### config.mk
export PLATFORM = sky130hd
export DESIGN_NAME = mbtcp_front_flat
export DESIGN_NICKNAME = d
export VERILOG_FILES = /design/src/design/modbus_tcp_register_server_unit_macros.svh /design/src/design/mbtcp_pkg.sv /design/src/design/mbtcp_if.sv /design/src/design/mbtcp_front.sv /design/src/flat_wrapper.sv
export SDC_FILE = /design/constraint.sdc
export NUM_CORES = 1
export LEC_CHECK = 0
export BUFFER_PORTS_ARGS = -buffer_cell sky130_fd_sc_hd__buf_2
export CORE_MARGIN = 2
export CORE_UTILIZATION = 64
export CTS_BUF_LIST = sky130_fd_sc_hd__clkbuf_2
export CTS_CLUSTER_DIAMETER = 80
export DETAILED_ROUTE_END_ITERATION = 10
export GPL_TIMING_DRIVEN = 0
export PLACE_DENSITY = 0.95
export SLEW_MARGIN = 10
export SYNTH_ARGS = -nofsm -noshare
export SYNTH_HDL_FRONTEND = slang
export SYNTH_SLANG_ARGS = --single-unit
### constraint.sdc
create_clock -name clk -period 17.4 [get_ports clk]
set_clock_uncertainty 0.1 [all_clocks]
set_input_delay 0 -clock clk [delete_from_list [all_inputs] [get_ports clk]]
set_output_delay 0 -clock clk [all_outputs]
set_load 0.1 [all_outputs]
### src/design/modbus_tcp_register_server_unit_macros.svh
// Assertion macros shared by the Modbus TCP register server RTL.
// Each macro expects signals named clk and rst_n in the including module.
`ifndef MODBUS_TCP_REGISTER_SERVER_UNIT_MACROS_SVH
`define MODBUS_TCP_REGISTER_SERVER_UNIT_MACROS_SVH

// Check a condition at every rising clock edge outside reset.
`define MBTCP_ASSERT_ALWAYS(lbl, cond, msg) \
    lbl: assert property (@(posedge clk) disable iff (!rst_n) (cond)) else $error(msg);

// Check that a trigger is followed by a consequence in the next cycle.
`define MBTCP_ASSERT_NEXT(lbl, ante, cons, msg) \
    lbl: assert property (@(posedge clk) disable iff (!rst_n) (ante) |=> (cons)) \
        else $error(msg);

`endif

### src/design/mbtcp_pkg.sv
// Shared constants, codes and types of the Modbus TCP register server.
// No dependencies; used by the interfaces' users, front, queue, back and top.
package mbtcp_pkg;

    localparam int NUM_REGS     = 256;
    localparam int MAX_READ_QTY = 27;
    localparam int FRAME_LIMIT  = 256;
    localparam int HEAD_LEN     = 12;
    localparam int MBAP_LEN     = 7;
    localparam int MIN_FRAME    = MBAP_LEN + 2;
    localparam int PDU_MIN      = 2;
    localparam int PDU_MIN_REG  = 5;
    localparam int QUEUE_DEPTH  = 4;

    localparam int REG_AW     = $clog2(NUM_REGS);
    localparam int CNT_W      = $clog2(FRAME_LIMIT + 1);
    localparam int CFG_W      = 9;
    localparam int MAX_REPLY  = MBAP_LEN + 2 + 2 * MAX_READ_QTY;
    localparam int BYTE_IDX_W = $clog2(MAX_REPLY);
    localparam int CFG_ADDR_W = 3;

    localparam logic [CFG_W-1:0] REGS_RESET = CFG_W'(256);
    localparam logic             REG_IDX_REGS_IN_USE = 1'b0;

    localparam logic [7:0]  FC_READ_HOLDING  = 8'h03;
    localparam logic [7:0]  FC_WRITE_SINGLE  = 8'h06;
    localparam logic [7:0]  EXC_FLAG         = 8'h80;
    localparam logic [7:0]  EXC_ILLEGAL_ADDR = 8'h02;
    localparam logic [7:0]  EXC_ILLEGAL_FUNC = 8'h01;
    localparam logic [15:0] PROTO_MODBUS     = 16'h0000;

    localparam logic KIND_REPLY = 1'b0;
    localparam logic KIND_LOCAL = 1'b1;

    typedef enum logic [1:0] {
        CMD_RX_BYTE     = 2'd0,
        CMD_LOCAL_WRITE = 2'd1,
        CMD_LOCAL_READ  = 2'd2,
        CMD_NONE        = 2'd3
    } cmd_t;

    typedef enum logic [2:0] {
        JOB_RD_REPLY  = 3'd0,
        JOB_WR_REPLY  = 3'd1,
        JOB_EXC_REPLY = 3'd2,
        JOB_LOC_WRITE = 3'd3,
        JOB_LOC_READ  = 3'd4
    } job_kind_t;

    typedef struct packed {
        job_kind_t   kind;
        logic [15:0] tid;
        logic [7:0]  unit_id;
        logic [7:0]  func;
        logic [7:0]  exc_code;
        logic [15:0] addr;
        logic [15:0] value;
    } job_t;

    typedef struct packed {
        logic valid;
        job_t job;
    } job_push_t;

    typedef struct packed {
        logic full;
        logic empty;
    } queue_status_t;

endpackage

### src/design/mbtcp_if.sv
// Valid/ready channel interfaces of the Modbus TCP register server.
// Request channel carries frame bytes and local commands; response carries reply items.
interface mbtcp_req_if;
    logic        valid;
    logic        ready;
    logic [1:0]  cmd;
    logic [7:0]  rx_byte;
    logic        frame_end;
    logic [7:0]  local_addr;
    logic [15:0] local_value;

    modport source (
        output valid, cmd, rx_byte, frame_end, local_addr, local_value,
        input  ready
    );
    modport sink (
        input  valid, cmd, rx_byte, frame_end, local_addr, local_value,
        output ready
    );
endinterface


### src/design/mbtcp_front.sv
// Front end: takes request items, collects the frame head and classifies frames into jobs.
// Depends on mbtcp_pkg and mbtcp_req_if.
module mbtcp_front (
    input  logic                           clk,
    input  logic                           rst_n,
    mbtcp_req_if.sink                      req,
    input  logic [mbtcp_pkg::CFG_W-1:0]    regs_in_use,
    input  mbtcp_pkg::queue_status_t       q_status,
    output mbtcp_pkg::job_push_t           push
);
    import mbtcp_pkg::*;

    logic [7:0]       head_reg  [HEAD_LEN];
    logic [7:0]       head_next [HEAD_LEN];
    logic [CNT_W-1:0] count_reg;
    logic [CNT_W-1:0] count_next;
    logic [CNT_W-1:0] count_cur;
    logic             accept;
    logic             rx_take;
    cmd_t             cmd;
    logic [15:0]      proto;
    logic [15:0]      length;
    logic [15:0]      pdu_len;
    logic [15:0]      start_addr;
    logic [15:0]      quantity;
    logic [7:0]       func;
    logic [CFG_W-1:0] total;
    logic             frame_ok;
    logic             read_bad;
    logic             write_bad;
    logic             want;
    job_t             job;

    assign cmd       = cmd_t'(req.cmd);
    assign req.ready = !q_status.full;
    assign accept    = req.valid && req.ready;
    assign rx_take   = accept && (cmd == CMD_RX_BYTE) && (count_reg < CNT_W'(FRAME_LIMIT));
    assign count_cur = (count_reg < CNT_W'(FRAME_LIMIT)) ? count_reg + 1'b1 : count_reg;

    always_comb
    begin
        for (int j = 0; j < HEAD_LEN; j++)
        begin
            head_next[j] = head_reg[j];
            if (rx_take && (count_reg == CNT_W'(j)))
            begin
                head_next[j] = req.rx_byte;
            end
        end
    end

    always_comb
    begin
        count_next = count_reg;
        if (accept && (cmd == CMD_RX_BYTE))
        begin
            count_next = req.frame_end ? '0 : count_cur;
        end
    end

    assign proto      = {head_next[2], head_next[3]};
    assign length     = {head_next[4], head_next[5]};
    assign pdu_len    = length - 16'd1;
    assign func       = head_next[MBAP_LEN];
    assign start_addr = {head_next[8], head_next[9]};
    assign quantity   = {head_next[10], head_next[11]};
    assign total      = (regs_in_use > CFG_W'(NUM_REGS)) ? CFG_W'(NUM_REGS) : regs_in_use;

    assign frame_ok = (count_cur >= CNT_W'(MIN_FRAME))
                   && (proto == PROTO_MODBUS)
                   && (length != 16'd0)
                   && (length <= 16'(count_cur - CNT_W'(6)));

    assign read_bad  = (quantity > 16'(MAX_READ_QTY))
                    || ((17'(start_addr) + 17'(quantity)) > 17'(total));
    assign write_bad = start_addr >= 16'(total);

    always_comb
    begin
        want         = 1'b0;
        job.kind     = JOB_EXC_REPLY;
        job.tid      = {head_next[0], head_next[1]};
        job.unit_id  = head_next[6];
        job.func     = func;
        job.exc_code = EXC_ILLEGAL_FUNC;
        job.addr     = start_addr;
        job.value    = quantity;
        unique case (cmd)
            CMD_RX_BYTE:
            begin
                if (req.frame_end && frame_ok && (pdu_len >= 16'(PDU_MIN)))
                begin
                    if (func == FC_READ_HOLDING)
                    begin
                        want         = pdu_len >= 16'(PDU_MIN_REG);
                        job.kind     = read_bad ? JOB_EXC_REPLY : JOB_RD_REPLY;
                        job.exc_code = EXC_ILLEGAL_ADDR;
                    end
                    else if (func == FC_WRITE_SINGLE)
                    begin
                        want         = pdu_len >= 16'(PDU_MIN_REG);
                        job.kind     = write_bad ? JOB_EXC_REPLY : JOB_WR_REPLY;
                        job.exc_code = EXC_ILLEGAL_ADDR;
                    end
                    else
                    begin
                        want = 1'b1;
                    end
                end
            end
            CMD_LOCAL_WRITE:
            begin
                want      = 1'b1;
                job.kind  = JOB_LOC_WRITE;
                job.addr  = 16'(req.local_addr);
                job.value = req.local_value;
            end
            CMD_LOCAL_READ:
            begin
                want     = 1'b1;
                job.kind = JOB_LOC_READ;
                job.addr = 16'(req.local_addr);
            end
            CMD_NONE:
            begin
                want = 1'b0;
            end
            default:
            begin
                want = 1'b0;
            end
        endcase
    end

    assign push.valid = accept && want;
    assign push.job   = job;

    always_ff @(posedge clk)
    begin
        head_reg <= head_next;
    end

    always_ff @(posedge clk or negedge rst_n)
    begin
        if (!rst_n)
        begin
            count_reg <= '0;
        end
        else
        begin
            count_reg <= count_next;
        end
    end

endmodule

### src/flat_wrapper.sv
// flat-port wrapper written by rule: the top's interface ports become plain ports
module mbtcp_front_flat import mbtcp_pkg::*;
  (clk, rst_n, regs_in_use, q_status, push, req_valid, req_cmd, req_rx_byte, req_frame_end, req_local_addr, req_local_value, req_ready);
  mbtcp_req_if req_i ();
  input  logic clk;
  input  logic rst_n;
  input  logic [mbtcp_pkg::CFG_W-1:0] regs_in_use;
  input  mbtcp_pkg::queue_status_t q_status;
  output mbtcp_pkg::job_push_t push;
  input wire logic [$bits(req_i.valid)-1:0] req_valid;
  input wire logic [$bits(req_i.cmd)-1:0] req_cmd;
  input wire logic [$bits(req_i.rx_byte)-1:0] req_rx_byte;
  input wire logic [$bits(req_i.frame_end)-1:0] req_frame_end;
  input wire logic [$bits(req_i.local_addr)-1:0] req_local_addr;
  input wire logic [$bits(req_i.local_value)-1:0] req_local_value;
  output wire logic [$bits(req_i.ready)-1:0] req_ready;
  assign req_i.valid = req_valid;
  assign req_i.cmd = req_cmd;
  assign req_i.rx_byte = req_rx_byte;
  assign req_i.frame_end = req_frame_end;
  assign req_i.local_addr = req_local_addr;
  assign req_i.local_value = req_local_value;
  assign req_ready = req_i.ready;
  mbtcp_front u_core (.clk(clk), .rst_n(rst_n), .req(req_i), .regs_in_use(regs_in_use), .q_status(q_status), .push(push));
endmodule
==> metrics.md <==
| Metric | Value |
|---|---|
| Run status | finished clean |
| Achievable clock frequency | 134 MHz |
| Layout cell share with drive strength beyond 1 | 27.7% |
| PD cells | 62.4 nW/um^2 |
| Cells after Synth | 855 |
| Placed cell count | 1120 |
| Initial Utilization | roughly 65% |
| CP Class | reg2out |
| Async S/R FF share, synth | 8.57% |
| R2R Setup Slk | 14.47 ns |
| Multi-input combinational cell area | between 4000 and 5000 um^2 |
| Fin crit period | 7.46 ns |
| Largest net degree at the start of global routing | 21 |
| Avg Inst Size Synth | 8.72 um^2 |
| Final Hold Vio Count | 0 |
| Filler cells | 821 |
| Final slew viol count | 0 |
| Max reg flops | 96 |
| Leakage Power | roughly 4.2 nW |
| Number of H-tree levels | 3 |
| Port buffer count | ~120 |
| Post-route non-filler standard cell count | approximately 1200 |
| Rows | 39 |
| CTS tree | done |
| Cell taking the most area after synthesis | dfxtp_1 |
| Number of gates resized after CTS | 0 |
| Worst Path Max Fanout | 10 |
| WHS | ~0.11 ns |
| Root Driver | clkbuf_2 |
| Synth warnings | 0 |
| CP startpoint kind | flop |
| Slew HR | 21.7% |
| Setup TNS Final | 0 ns |
| Die height | 112 um |
| Yosys top cell area share | 25.8% |
| Vias in the first global route | 6696 |
| Gr ovfl total | 0 |
| CTS sink cnt | 105 |
| Number of synthesized flops with an enable pin | 0 |
| Worst EP required | 17.30 ns |
| WL final | 20.2 mm |
| Vias | 7026 |
| CTS clk-pin slew, worst paths | a little under 0.3 ns |
| Post-layout util | between 70% and 80% |
| VDD IR-drop max | 0.0516 mV |
| Initial antenna violation count | 1 |
| Place WS | about 11 ns |
| DPL Wire Length | 15.4 mm |
| Worst Hold Class | in2reg |
| Area of placed instances | 8240 um^2 |
| PnR Total Power | 531 uW |
| Synth unique cells | 83 |
| I/O pin cnt | 126 |
| Die Wd | 112 um |
| CTS Buffer Depth | 2 |
| Crit. End Element | output pin |
| Net count, final | 1111 |
| Die ar. | 12500 um^2 |
| Crit path DAT | 7.36 ns |
| Post-route cell area | between 8000 and 9000 um^2 |
| Primary FF master, synth | dfxtp_1 |
| Total GRT Usage | 31.6% |
| Register area | 2150 um^2 |
| Final Wtd Congestion | approximately 1 |
| Core Footprint | 11400 um^2 |
| First-pass GRT wire length | 32.5 mm |
| Via density | a little over 6 |
| Ranking of synthesized cells by area | dfxtp_1 26%, mux2_2 11%, ha_1 9.9%, nand2_1 4.7%, buf_4 3.9% |
| Clk_lat worst skew | around 0.60 ns |
| Slew @ Worst Pin | 1.15 ns |
| Remaining DRCs | 0 |
| Register area share after synthesis | 28.8% |
| Mapped Area | 7460 um^2 |
| Max cap viols | 0 |
| DR iter-0 viols | 720 |
| Worst setup margin | 9.94 ns |
| RSZ-0062 raised after global routing | false |
| Final setup vio count | 0 |
| Area grow syn2layout | 14.1% |
| Register bit total from synthesis | 105 |
| Post-route antenna net violation count | 0 |
| TritonCTS buffer count | 9 |
| Per-cell routed wire length | ~18 um |
| Period utilization | 42.9% |
| First-pass DRT Iterations | 6 |
routing by layer:
metal | global-route usage, % | share of wire [%]
met2 | 53.2 | 47
met1 | 40.4 | 41
met5 | 0 | 0
met4 | 12.4 | 3.2
met3 | 6.04 | 8.5
logic make-up after synthesis:
logic type | count (synthesis) | share of synthesized area, %
muxes | 93 | 13.8
DFF | 105 | 28.8
and+or+nand+nor | 271 | 19.6
xor gates and xnor gates | 30 | 3.52
adders and majority gates | 64 | 10.7
other | 1 | 0.0503
buffers and inverters | 119 | 8.34
AOI/OAI and AO/OA | 172 | 15.2
layout make-up:
type	instances	share of cell area, %
flip-flops and latches	105	25.2
inverters	37	1.63
multi-input cells	636	55.3
well taps	143	2.10
plain buffers	82	5.68
diodes	2	0.0588
clock buffers	9	0.530
clock inverters	7	0.883
repair buffers	131	8.53
worst paths after layout:
check / start / endpoint / cells after the start
worst max-delay path: u_core.count_reg[1] / push[73] / 26
worst min-delay path: req_frame_end / u_core.count_reg[7] / 3
worst max register to register: u_core.count_reg[1] / u_core.head_reg[48] / 7
worst min register to register: u_core.head_reg[79] / u_core.head_reg[79] / 2
max in group asynchronous: rst_n / u_core.count_reg[0] / 3
min in group asynchronous: rst_n / u_core.count_reg[3] / 3
placed cells by master, fill, tap and decap left out, types with 9 or more instances in the layout:
cell type        n
a21o_1          12
a21oi_1         35
a31oi_1         10
buf_2          128
buf_4           39
clkbuf_1        27
clkbuf_2         9
dfrtp_1          9
dfxtp_1         96
dlygate4sd3_1   14
ha_1            59
inv_1           36
mux2_2          73
mux2i_1         19
nand2_1         94
nand2b_1        11
nand3_1         19
nand4_1         17
nor2_1          45
nor2b_1         13
nor3_1          13
nor4_1          11
o21ai_0         55
xnor2_1         20
xor2_1          10
cells in the mapped netlist, types with 17 or more instances:
master and count:
nand4_1 17, mux2_2 73, a21oi_1 35, clkbuf_1 27, nand3_1 19, nor2_1 45
o21ai_0 55, nand2_1 94, xnor2_1 20, ha_1 59, dfxtp_1 96, buf_4 39
mux2i_1 19, inv_1 36
repair_timing:
action                    in CTS  in global routing
setup buffers                  0                  0
hold endpoints to repair      42                  0
hold buffers                  14                  0
where the power goes:
| group | total [mW] | leakage (nW) | switching [mW] | internal, mW |
|---|---|---|---|---|
| clock | 0.118 | 0.0708 | 0.0935 | 0.0241 |
| combinational | 0.159 | 3.29 | 0.112 | 0.0473 |
| sequential | 0.255 | 0.878 | 0.00549 | 0.249 |
| total | 0.531 | 4.24 | 0.211 | 0.321 |
worst max-delay path, cell delays in order (launching register included):
cell and delay [ns]:
dfrtp_1 0.51, inv_1 0.12, ha_1 0.32, clkbuf_1 0.43, nand4_2 0.26, clkbuf_1 0.32, mux2_2 0.40, ha_1 0.31
a211o_1 0.14, a21oi_1 0.07, o32a_1 0.35, or4_4 0.57, o21a_1 0.21, o21ai_2 0.18, maj3_1 0.21, a21oi_1 0.08
xnor2_1 0.13, ha_1 0.34, a21o_1 0.18, a21oi_1 0.13, a31oi_1 0.08, a2111oi_0 0.32, and4b_1 0.24, nand4_1 0.12
nor4_1 0.29, a31oi_1 0.13, buf_2 0.30
Power figures use the tool's default switching activity.
