==> config.mk <==
export PLATFORM = sky130hd
export DESIGN_NAME = mbtcp_queue
export DESIGN_NICKNAME = d
export VERILOG_FILES = /design/src/design/mbtcp_pkg.sv /design/src/design/mbtcp_queue.sv
export VERILOG_INCLUDE_DIRS = /design/src /design/src/design
export SDC_FILE = /design/constraint.sdc
export NUM_CORES = 1
export LEC_CHECK = 0
export BUFFER_PORTS_ARGS = -buffer_cell sky130_fd_sc_hd__buf_4
export CORE_MARGIN = 2
export CORE_UTILIZATION = 35
export CTS_CLUSTER_SIZE = 25
export DETAILED_ROUTE_END_ITERATION = 8
export GPL_ROUTABILITY_DRIVEN = 0
export PLACE_DENSITY = 0.59
export RECOVER_POWER = 50
export SETUP_SLACK_MARGIN = 0.1
export SYNTH_ARGS = -nofsm -noshare
export SYNTH_HDL_FRONTEND = slang
export SYNTH_SLANG_ARGS = --single-unit
==> constraint.sdc <==
create_clock -name clk -period 3.5 [get_ports clk]
set_input_delay 0.7 -clock clk [delete_from_list [all_inputs] [get_ports clk]]
set_output_delay 0.7 -clock clk [all_outputs]
set_load 0.03 [all_outputs]
==> src/design/modbus_tcp_register_server_unit_macros.svh <==
// Assertion macros shared by the Modbus TCP register server RTL.
// Each macro expects signals named clk and rst_n in the including module.
`ifndef MODBUS_TCP_REGISTER_SERVER_UNIT_MACROS_SVH
`define MODBUS_TCP_REGISTER_SERVER_UNIT_MACROS_SVH

// Check a condition at every rising clock edge outside reset.
`define MBTCP_ASSERT_ALWAYS(lbl, cond, msg) \
    lbl: assert property (@(posedge clk) disable iff (!rst_n) (cond)) else $error(msg);

// Check that a trigger is followed by a consequence in the next cycle.
`define MBTCP_ASSERT_NEXT(lbl, ante, cons, msg) \
    lbl: assert property (@(posedge clk) disable iff (!rst_n) (ante) |=> (cons)) \
        else $error(msg);

`endif

==> src/design/mbtcp_pkg.sv <==
// Shared constants, codes and types of the Modbus TCP register server.
// No dependencies; used by the interfaces' users, front, queue, back and top.
package mbtcp_pkg;

    localparam int NUM_REGS     = 256;
    localparam int MAX_READ_QTY = 27;
    localparam int FRAME_LIMIT  = 256;
    localparam int HEAD_LEN     = 12;
    localparam int MBAP_LEN     = 7;
    localparam int MIN_FRAME    = MBAP_LEN + 2;
    localparam int PDU_MIN      = 2;
    localparam int PDU_MIN_REG  = 5;
    localparam int QUEUE_DEPTH  = 4;

    localparam int REG_AW     = $clog2(NUM_REGS);
    localparam int CNT_W      = $clog2(FRAME_LIMIT + 1);
    localparam int CFG_W      = 9;
    localparam int MAX_REPLY  = MBAP_LEN + 2 + 2 * MAX_READ_QTY;
    localparam int BYTE_IDX_W = $clog2(MAX_REPLY);
    localparam int CFG_ADDR_W = 3;

    localparam logic [CFG_W-1:0] REGS_RESET = CFG_W'(256);
    localparam logic             REG_IDX_REGS_IN_USE = 1'b0;

    localparam logic [7:0]  FC_READ_HOLDING  = 8'h03;
    localparam logic [7:0]  FC_WRITE_SINGLE  = 8'h06;
    localparam logic [7:0]  EXC_FLAG         = 8'h80;
    localparam logic [7:0]  EXC_ILLEGAL_ADDR = 8'h02;
    localparam logic [7:0]  EXC_ILLEGAL_FUNC = 8'h01;
    localparam logic [15:0] PROTO_MODBUS     = 16'h0000;

    localparam logic KIND_REPLY = 1'b0;
    localparam logic KIND_LOCAL = 1'b1;

    typedef enum logic [1:0] {
        CMD_RX_BYTE     = 2'd0,
        CMD_LOCAL_WRITE = 2'd1,
        CMD_LOCAL_READ  = 2'd2,
        CMD_NONE        = 2'd3
    } cmd_t;

    typedef enum logic [2:0] {
        JOB_RD_REPLY  = 3'd0,
        JOB_WR_REPLY  = 3'd1,
        JOB_EXC_REPLY = 3'd2,
        JOB_LOC_WRITE = 3'd3,
        JOB_LOC_READ  = 3'd4
    } job_kind_t;

    typedef struct packed {
        job_kind_t   kind;
        logic [15:0] tid;
        logic [7:0]  unit_id;
        logic [7:0]  func;
        logic [7:0]  exc_code;
        logic [15:0] addr;
        logic [15:0] value;
    } job_t;

    typedef struct packed {
        logic valid;
        job_t job;
    } job_push_t;

    typedef struct packed {
        logic full;
        logic empty;
    } queue_status_t;

endpackage

==> src/design/mbtcp_queue.sv <==
// Job queue between front and back: a small register FIFO of classified jobs.
// Depends on mbtcp_pkg and the assertion macro header.
`include "modbus_tcp_register_server_unit_macros.svh"

module mbtcp_queue (
    input  logic                      clk,
    input  logic                      rst_n,
    input  mbtcp_pkg::job_push_t      push,
    input  logic                      pop,
    output mbtcp_pkg::job_t           head,
    output mbtcp_pkg::queue_status_t  status
);
    import mbtcp_pkg::*;

    localparam int QP_W = $clog2(QUEUE_DEPTH);

    job_t            ent_reg [QUEUE_DEPTH];
    logic [QP_W-1:0] wr_ptr_reg;
    logic [QP_W-1:0] rd_ptr_reg;
    logic [QP_W:0]   cnt_reg;
    logic [QP_W:0]   cnt_next;

    assign head         = ent_reg[rd_ptr_reg];
    assign status.full  = cnt_reg == (QP_W + 1)'(QUEUE_DEPTH);
    assign status.empty = cnt_reg == '0;

    always_comb
    begin
        cnt_next = cnt_reg;
        if (push.valid && !pop)
        begin
            cnt_next = cnt_reg + 1'b1;
        end
        else if (pop && !push.valid)
        begin
            cnt_next = cnt_reg - 1'b1;
        end
    end

    always_ff @(posedge clk)
    begin
        if (push.valid)
        begin
            ent_reg[wr_ptr_reg] <= push.job;
        end
    end

    always_ff @(posedge clk or negedge rst_n)
    begin
        if (!rst_n)
        begin
            wr_ptr_reg <= '0;
            rd_ptr_reg <= '0;
            cnt_reg    <= '0;
        end
        else
        begin
            if (push.valid)
            begin
                wr_ptr_reg <= wr_ptr_reg + 1'b1;
            end
            if (pop)
            begin
                rd_ptr_reg <= rd_ptr_reg + 1'b1;
            end
            cnt_reg <= cnt_next;
        end
    end

    `MBTCP_ASSERT_ALWAYS(a_no_push_full, !(push.valid && status.full), "job pushed into full queue")
    `MBTCP_ASSERT_ALWAYS(a_no_pop_empty, !(pop && status.empty), "job popped from empty queue")
    `MBTCP_ASSERT_NEXT(a_fill_tracks, push.valid && !pop, cnt_reg == $past(cnt_reg) + 1'b1, "queue fill did not advance")

endmodule

==> results of run 1 <==
[where the power goes]
group | internal [W] | switching, W
clock network | 0.00191 | 0.00131
logic | 0.00181 | 0.00253
registers | 0.00482 | 0.000307
total | 0.00853 | 0.00415
[cell usage in the layout, fill, tap and decap left out, types with 2 or more instances in the layout]
cell type and n:
clkinv_1 7, mux4_2 75, buf_4 81, clkinv_2 8, dfrtp_4 2, nand2_1 2
ha_1 5, clkbuf_1 82, edfxtp_1 300, dfrtp_1 5, inv_1 4, clkinv_4 2
xor2_1 4, buf_12 7, and2_4 3, xnor2_1 2, clkbuf_16 31, bufinv_16 4
[layer usage]
| metal | vias to the layer above | routed length (microns) | track usage [%] |
|---|---|---|---|
| li1 | 2189 | - | - |
| met1 | 2639 | 8954 | 16.45 |
| met2 | 138 | 10710 | 22.11 |
| met3 | 31 | 1309 | 3.058 |
| met4 | 0 | 323 | 2.944 |
| met5 | - | 0 | 0 |
[worst max path at each step]
stage | endpoint | slack (ns)
after floorplan | ent_reg[1][0]$_DFFE_PP_ | 0.61
after global placement | head[10] | 0.98
after detailed placement | head[20] | 0.97
after CTS | head[20] | 0.38
after global routing | head[20] | 0.32
final | head[20] | 0.47
[kinds of logic after synthesis]
logic type | after synthesis | synth area share, %
flip-flops | 307 | 81.66
multiplexers | 76 | 15.12
buffers and inverters | 21 | 1.535
AND/OR/NAND/NOR | 9 | 0.4339
XOR/XNOR | 6 | 0.4673
adder cells (fa/ha/maj) | 6 | 0.7343
AO/OA/AOI/OAI | 1 | 0.04446
[timing repair]
| item | in CTS | in global routing |
|---|---|---|
| hold buffers | 1 | 0 |
| gates resized for setup | 0 | 0 |
| endpoints found under the hold margin | 7 | 0 |
[through the flow]
stage	util (%)	power (W)	cell area (sq um)	instances	setup slack, ns
after floorplan	-	0.008149	11250	426	0.6071
after global placement	40.89	0.009639	12930	976	0.9815
final	43.16	0.01269	13650	1034	0.4691
after detailed placement	40.89	0.009722	12930	976	0.9736
after global routing	43.16	0.01327	13650	1034	0.3170
after CTS	44.07	0.01295	13940	1034	0.3768
[worst reg2reg max path: stages (launching register included)]
cell and delay [ns]:
dfrtp_1 0.42, ha_1 0.16, and2_2 1.02, buf_12 0.35
[layout make-up]
type | count | area, sq um
clock buffer | 36 | 794.5
clock inverter | 21 | 203.9
fill | 2728 | 17980
inverter | 4 | 15.01
multi-input combinational | 98 | 1898
sequential | 307 | 9191
tap | 402 | 503.0
timing repair buffer | 166 | 1047
==> impl_metrics.json, run 1 <==
{
  "outcome": "finished clean",
  "critical_path_class": "register to primary output",
  "min_path_type": "input port to register",
  "ys_top_cells_by_count": "300 x edfxtp_1, 75 x mux4_2, 7 x dfrtp_1, 5 x buf_2, 5 x ha_1",
  "ant_nets": 0,
  "syn_nets": 511,
  "setup_viol": 0,
  "p_leak_nw": 4.472,
  "path_delay_family": "flip-flops",
  "drive_above_1_share_pct": 34.02,
  "row_count": 65,
  "initial_utilization_pct": 35.55,
  "via_count": 4997,
  "netlist_area_sq_um": 11250,
  "cp.depth": 3,
  "maxCapViolations": 0,
  "seq_area_frac_synth_pct": 81.66,
  "tns_ns": 0,
  "cts_tree": "yes",
  "path_clk_slew_ns": 0.06,
  "synth_cell_types": 20,
  "grt_usage_pct": 12.80,
  "maxSlewViolCount": 0,
  "yosysWarningCount": 0,
  "die_h_microns": 183.3,
  "cp_max_fo": 28,
  "coreArea_sq_um": 31640,
  "yosysTopAreaCellShare_pct": 80.11,
  "crit_buf_inv": 2,
  "timing.rr.end": "ent_reg[3][17]$_DFFE_PP_",
  "htree_levels": 1,
  "pin_count": 156,
  "timing.fmax_ghz": 0.3299,
  "slew_headroom_pct": 11.17,
  "slowest_delay_ns": 0.69,
  "ys_async_sr_fraction_pct": 2.280,
  "antenna_found_initial": 0,
  "rsz0062_at_grt": "no",
  "drtIter0Drc": 317,
  "synth-seq-cells": 307,
  "clockBufferDepth": 3,
  "cts_root_buf": "clkbuf_16",
  "r2r_start": "wr_ptr_reg[0]$_DFFE_PN0P_",
  "synth_cells": 426,
  "end_kind": "primary output",
  "hp-start": "pop",
  "die_x_microns": 183.3,
  "die_area_sq_um": 33580,
  "routedWlPerCell_microns": 20.60,
  "place_hpwl_microns": 12760,
  "cp-start-kind": "register",
  "avgViaCountPerCell": 4.833,
  "grt-ovfl-total": 0,
  "p_per_area_nw_per_um2": 929.1,
  "grt_max_degree": 45,
  "worstSkewPairLatency_ns": 0.55,
  "whs_ns": 0.3535,
  "worstMarginPinSlew_ns": 1.332,
  "synthTopCellsByArea": "edfxtp_1 80%, mux4_2 15%, dfrtp_1 1.6%, buf_12 0.71%, ha_1 0.56%",
  "reg2reg_slack_ns": 1.21,
  "hold_depth": 2,
  "cts.sink_count": 307,
  "slowest_stage": "dfrtp_4",
  "critPathLaunch": "rd_ptr_reg[0]$_DFFE_PN0P_",
  "min_period_over_period_pct": 86.60,
  "min_period_ns": 3.031,
  "nets": 693,
  "worstHoldEndpoint": "rd_ptr_reg[0]$_DFFE_PN0P_",
  "ys.flop_type": "edfxtp_1",
  "yosysMostFrequentCell": "edfxtp_1",
  "grt_pass1_wl_microns": 32420,
  "cp.arrival_ns": 2.33,
  "grt_pass1_vias": 5555,
  "largest_register_ffs": 300,
  "final-hold-violation-count": 0,
  "numCtsBuffers": 31,
  "yosysTopAreaCell": "edfxtp_1",
  "diodes": 0,
  "ir_drop_uv": 714.1,
  "drt_wl_total_microns": 21300,
  "drc_errors": 0,
  "clock_skew_ns": 0.009178,
  "syn_avg_cell_area_sq_um": 26.40,
  "area_delta_synth_final_pct": 21.41,
  "required_ns": 2.80,
  "port_buffers": 155,
  "path_cells": "buf_12 -> mux4_2 -> buf_4",
  "post-cts-setup-buffers": 0,
  "worst-r2r-cell-count": 3,
  "first_pass_iters": 4,
  "synth_edf_count": 300
}
(Power assumes the default switching activity.)
==> inputs of run 2 (changes only) <==
Settings changed: CORE_UTILIZATION 35 to 57, PLACE_DENSITY 0.59 to 0.85.
==> impl_metrics.json, run 2 (synthesis results as in run 1) <==
{
  "grt_usage_pct": 19.74,
  "p_per_area_nw_per_um2": 928.9,
  "timing.fmax_ghz": 0.3167,
  "largest_register_ffs": 300,
  "end_kind": "primary output",
  "initial_utilization_pct": 57.97,
  "drt_wl_total_microns": 20120,
  "numCtsBuffers": 29,
  "drc_errors": 0,
  "slowest_stage": "dfrtp_4",
  "avgViaCountPerCell": 5.655,
  "timing.rr.end": "ent_reg[3][12]$_DFFE_PP_",
  "drive_above_1_share_pct": 32.96,
  "path_cells": "buf_12 -> mux4_2 -> buf_4",
  "min_period_ns": 3.158,
  "maxSlewViolCount": 64,
  "nets": 688,
  "outcome": "finished with violations",
  "die_x_microns": 144.5,
  "min_period_over_period_pct": 90.22,
  "worstSkewPairLatency_ns": 0.53,
  "rsz0062_at_grt": "no",
  "r2r_start": "wr_ptr_reg[0]$_DFFE_PN0P_",
  "violations": "max-capacitance violations, max-slew violations",
  "area_delta_synth_final_pct": 18.87,
  "ir_drop_uv": 724.4,
  "cp.arrival_ns": 2.46,
  "antenna_found_initial": 1,
  "routedWlPerCell_microns": 22.66,
  "port_buffers": 155,
  "final_common_cell": "edfxtp_1",
  "place_hpwl_microns": 12190,
  "slew_headroom_pct": -65.60,
  "grt-ovfl-total": 0,
  "reg2reg_slack_ns": 0.36,
  "whs_ns": 0.3540,
  "path_delay_family": "flip-flops",
  "setup_viol": 0,
  "final-hold-violation-count": 0,
  "post-cts-setup-buffers": 0,
  "finalPower_w": 0.01242,
  "regArea_sq_um": 9191,
  "first_pass_iters": 4,
  "crit_end": "head[19]",
  "die_area_sq_um": 20870,
  "min_path_type": "input port to register",
  "required_ns": 2.80,
  "cts_tree": "yes",
  "cp_max_fo": 43,
  "tns_ns": 0,
  "cp-start-kind": "register",
  "coreArea_sq_um": 19400,
  "path_clk_slew_ns": 0.06,
  "pin_count": 156,
  "htree_levels": 1,
  "mostFrequentLayoutCells": "300 x edfxtp_1, 79 x clkbuf_1, 79 x buf_4, 75 x mux4_2, 29 x clkbuf_16",
  "via_count": 5022,
  "die_h_microns": 144.5,
  "critical_path_class": "register to primary output",
  "critPathLaunch": "rd_ptr_reg[0]$_DFFE_PN0P_",
  "clockBufferDepth": 3,
  "grt_pass1_wl_microns": 30390,
  "maxCapViolations": 2,
  "row_count": 51,
  "grt_pass1_vias": 5364,
  "ant_nets": 0,
  "nFillCells": 1253,
  "cts.sink_count": 307,
  "grt_max_degree": 63,
  "crit_buf_inv": 2,
  "p_leak_nw": 4.407,
  "clock_skew_ns": 0.02406,
  "drtIter0Drc": 318,
  "slowest_delay_ns": 0.73,
  "cp.depth": 3,
  "cts_root_buf": "clkbuf_16",
  "worstMarginPinSlew_ns": 2.483,
  "multi_input_area_sq_um": 1894,
  "worst-r2r-cell-count": 3
}
==> run 2: changes by cell type in the layout (fill, tap and decap cells not counted), sizes merged <==
| cell | previous run | this run |
|---|---|---|
| diode | 0 | 1 |
| clkbuf | 113 | 108 |
| clkinv | 17 | 14 |
| buf | 88 | 85 |
| clkinvlp | 0 | 1 |
==> run 2: routing by layer <==
| metal | track usage (%) | up-vias | part of all wire (%) |
|---|---|---|---|
| met1 | 26.77 | 2643 | 40 |
| met2 | 33.00 | 177 | 52 |
| met5 | 0 | - | 0 |
| li1 | - | 2177 | - |
| met4 | 6.132 | 0 | 2.1 |
| met3 | 3.940 | 25 | 6.5 |
==> run 2: final cells by class <==
class                      count  share of cell area (%)
antenna                        1                 0.01872
clock buffer                  31                   5.485
clock inverter                19                   1.404
timing repair buffer         163                   7.572
tap                          265                   2.480
inverter                       4                  0.1123
multi-input combinational     98                   14.17
sequential                   307                   68.76
==> run 2: worst min path at each step <==
stage / start / end / slack [ns] / depth (start not counted)
2_1_floorplan: rst_n / cnt_reg[0]$_DFFE_PN0P_ / 0.40 / 0
3_3_place_gp: cnt_reg[2]$_DFFE_PN0P_ / cnt_reg[2]$_DFFE_PN0P_ / 0.47 / 1
3_5_place_dp: cnt_reg[2]$_DFFE_PN0P_ / cnt_reg[2]$_DFFE_PN0P_ / 0.51 / 1
4_1_cts: pop / rd_ptr_reg[0]$_DFFE_PN0P_ / 0.33 / 2
5_1_grt: pop / rd_ptr_reg[0]$_DFFE_PN0P_ / 0.35 / 2
6_report: pop / rd_ptr_reg[0]$_DFFE_PN0P_ / 0.35 / 2
==> run 2: what timing repair did <==
item                                   in CTS  in global routing
endpoints found under the hold margin       7                  0
hold buffers                                1                  0
resized for setup                           0                  0
==> run 2: power breakdown <==
| group | switching (W) | internal [W] | total (W) |
|---|---|---|---|
| registers | 0.000291 | 0.00482 | 0.00511 |
| logic | 0.00251 | 0.00178 | 0.00429 |
| clock network | 0.00122 | 0.00179 | 0.00302 |
| total | 0.00403 | 0.00839 | 0.0124 |
==> run 2: per-stage QoR <==
stage / area, sq um / worst slack, ns / utilization (%) / cells
final: 13370 / 0.3425 / 68.91 / 888
after global routing: 13370 / 0.1789 / 68.90 / 887
after CTS: 13660 / 0.2680 / 70.41 / 887
after detailed placement: 12730 / 0.8589 / 65.62 / 836
after global placement: 12730 / 0.8612 / 65.62 / 836
after floorplan: 11250 / 0.6071 / - / 426
==> run 2: worst register-to-register path: cells and delay by family (launching register included) <==
family / cells / cell delay (ns)
adder cells (fa/ha/maj): 1 / 0.18
flip-flops: 1 / 0.41
AND/OR/NAND/NOR: 1 / 1.82
buffers and inverters: 1 / 0.36
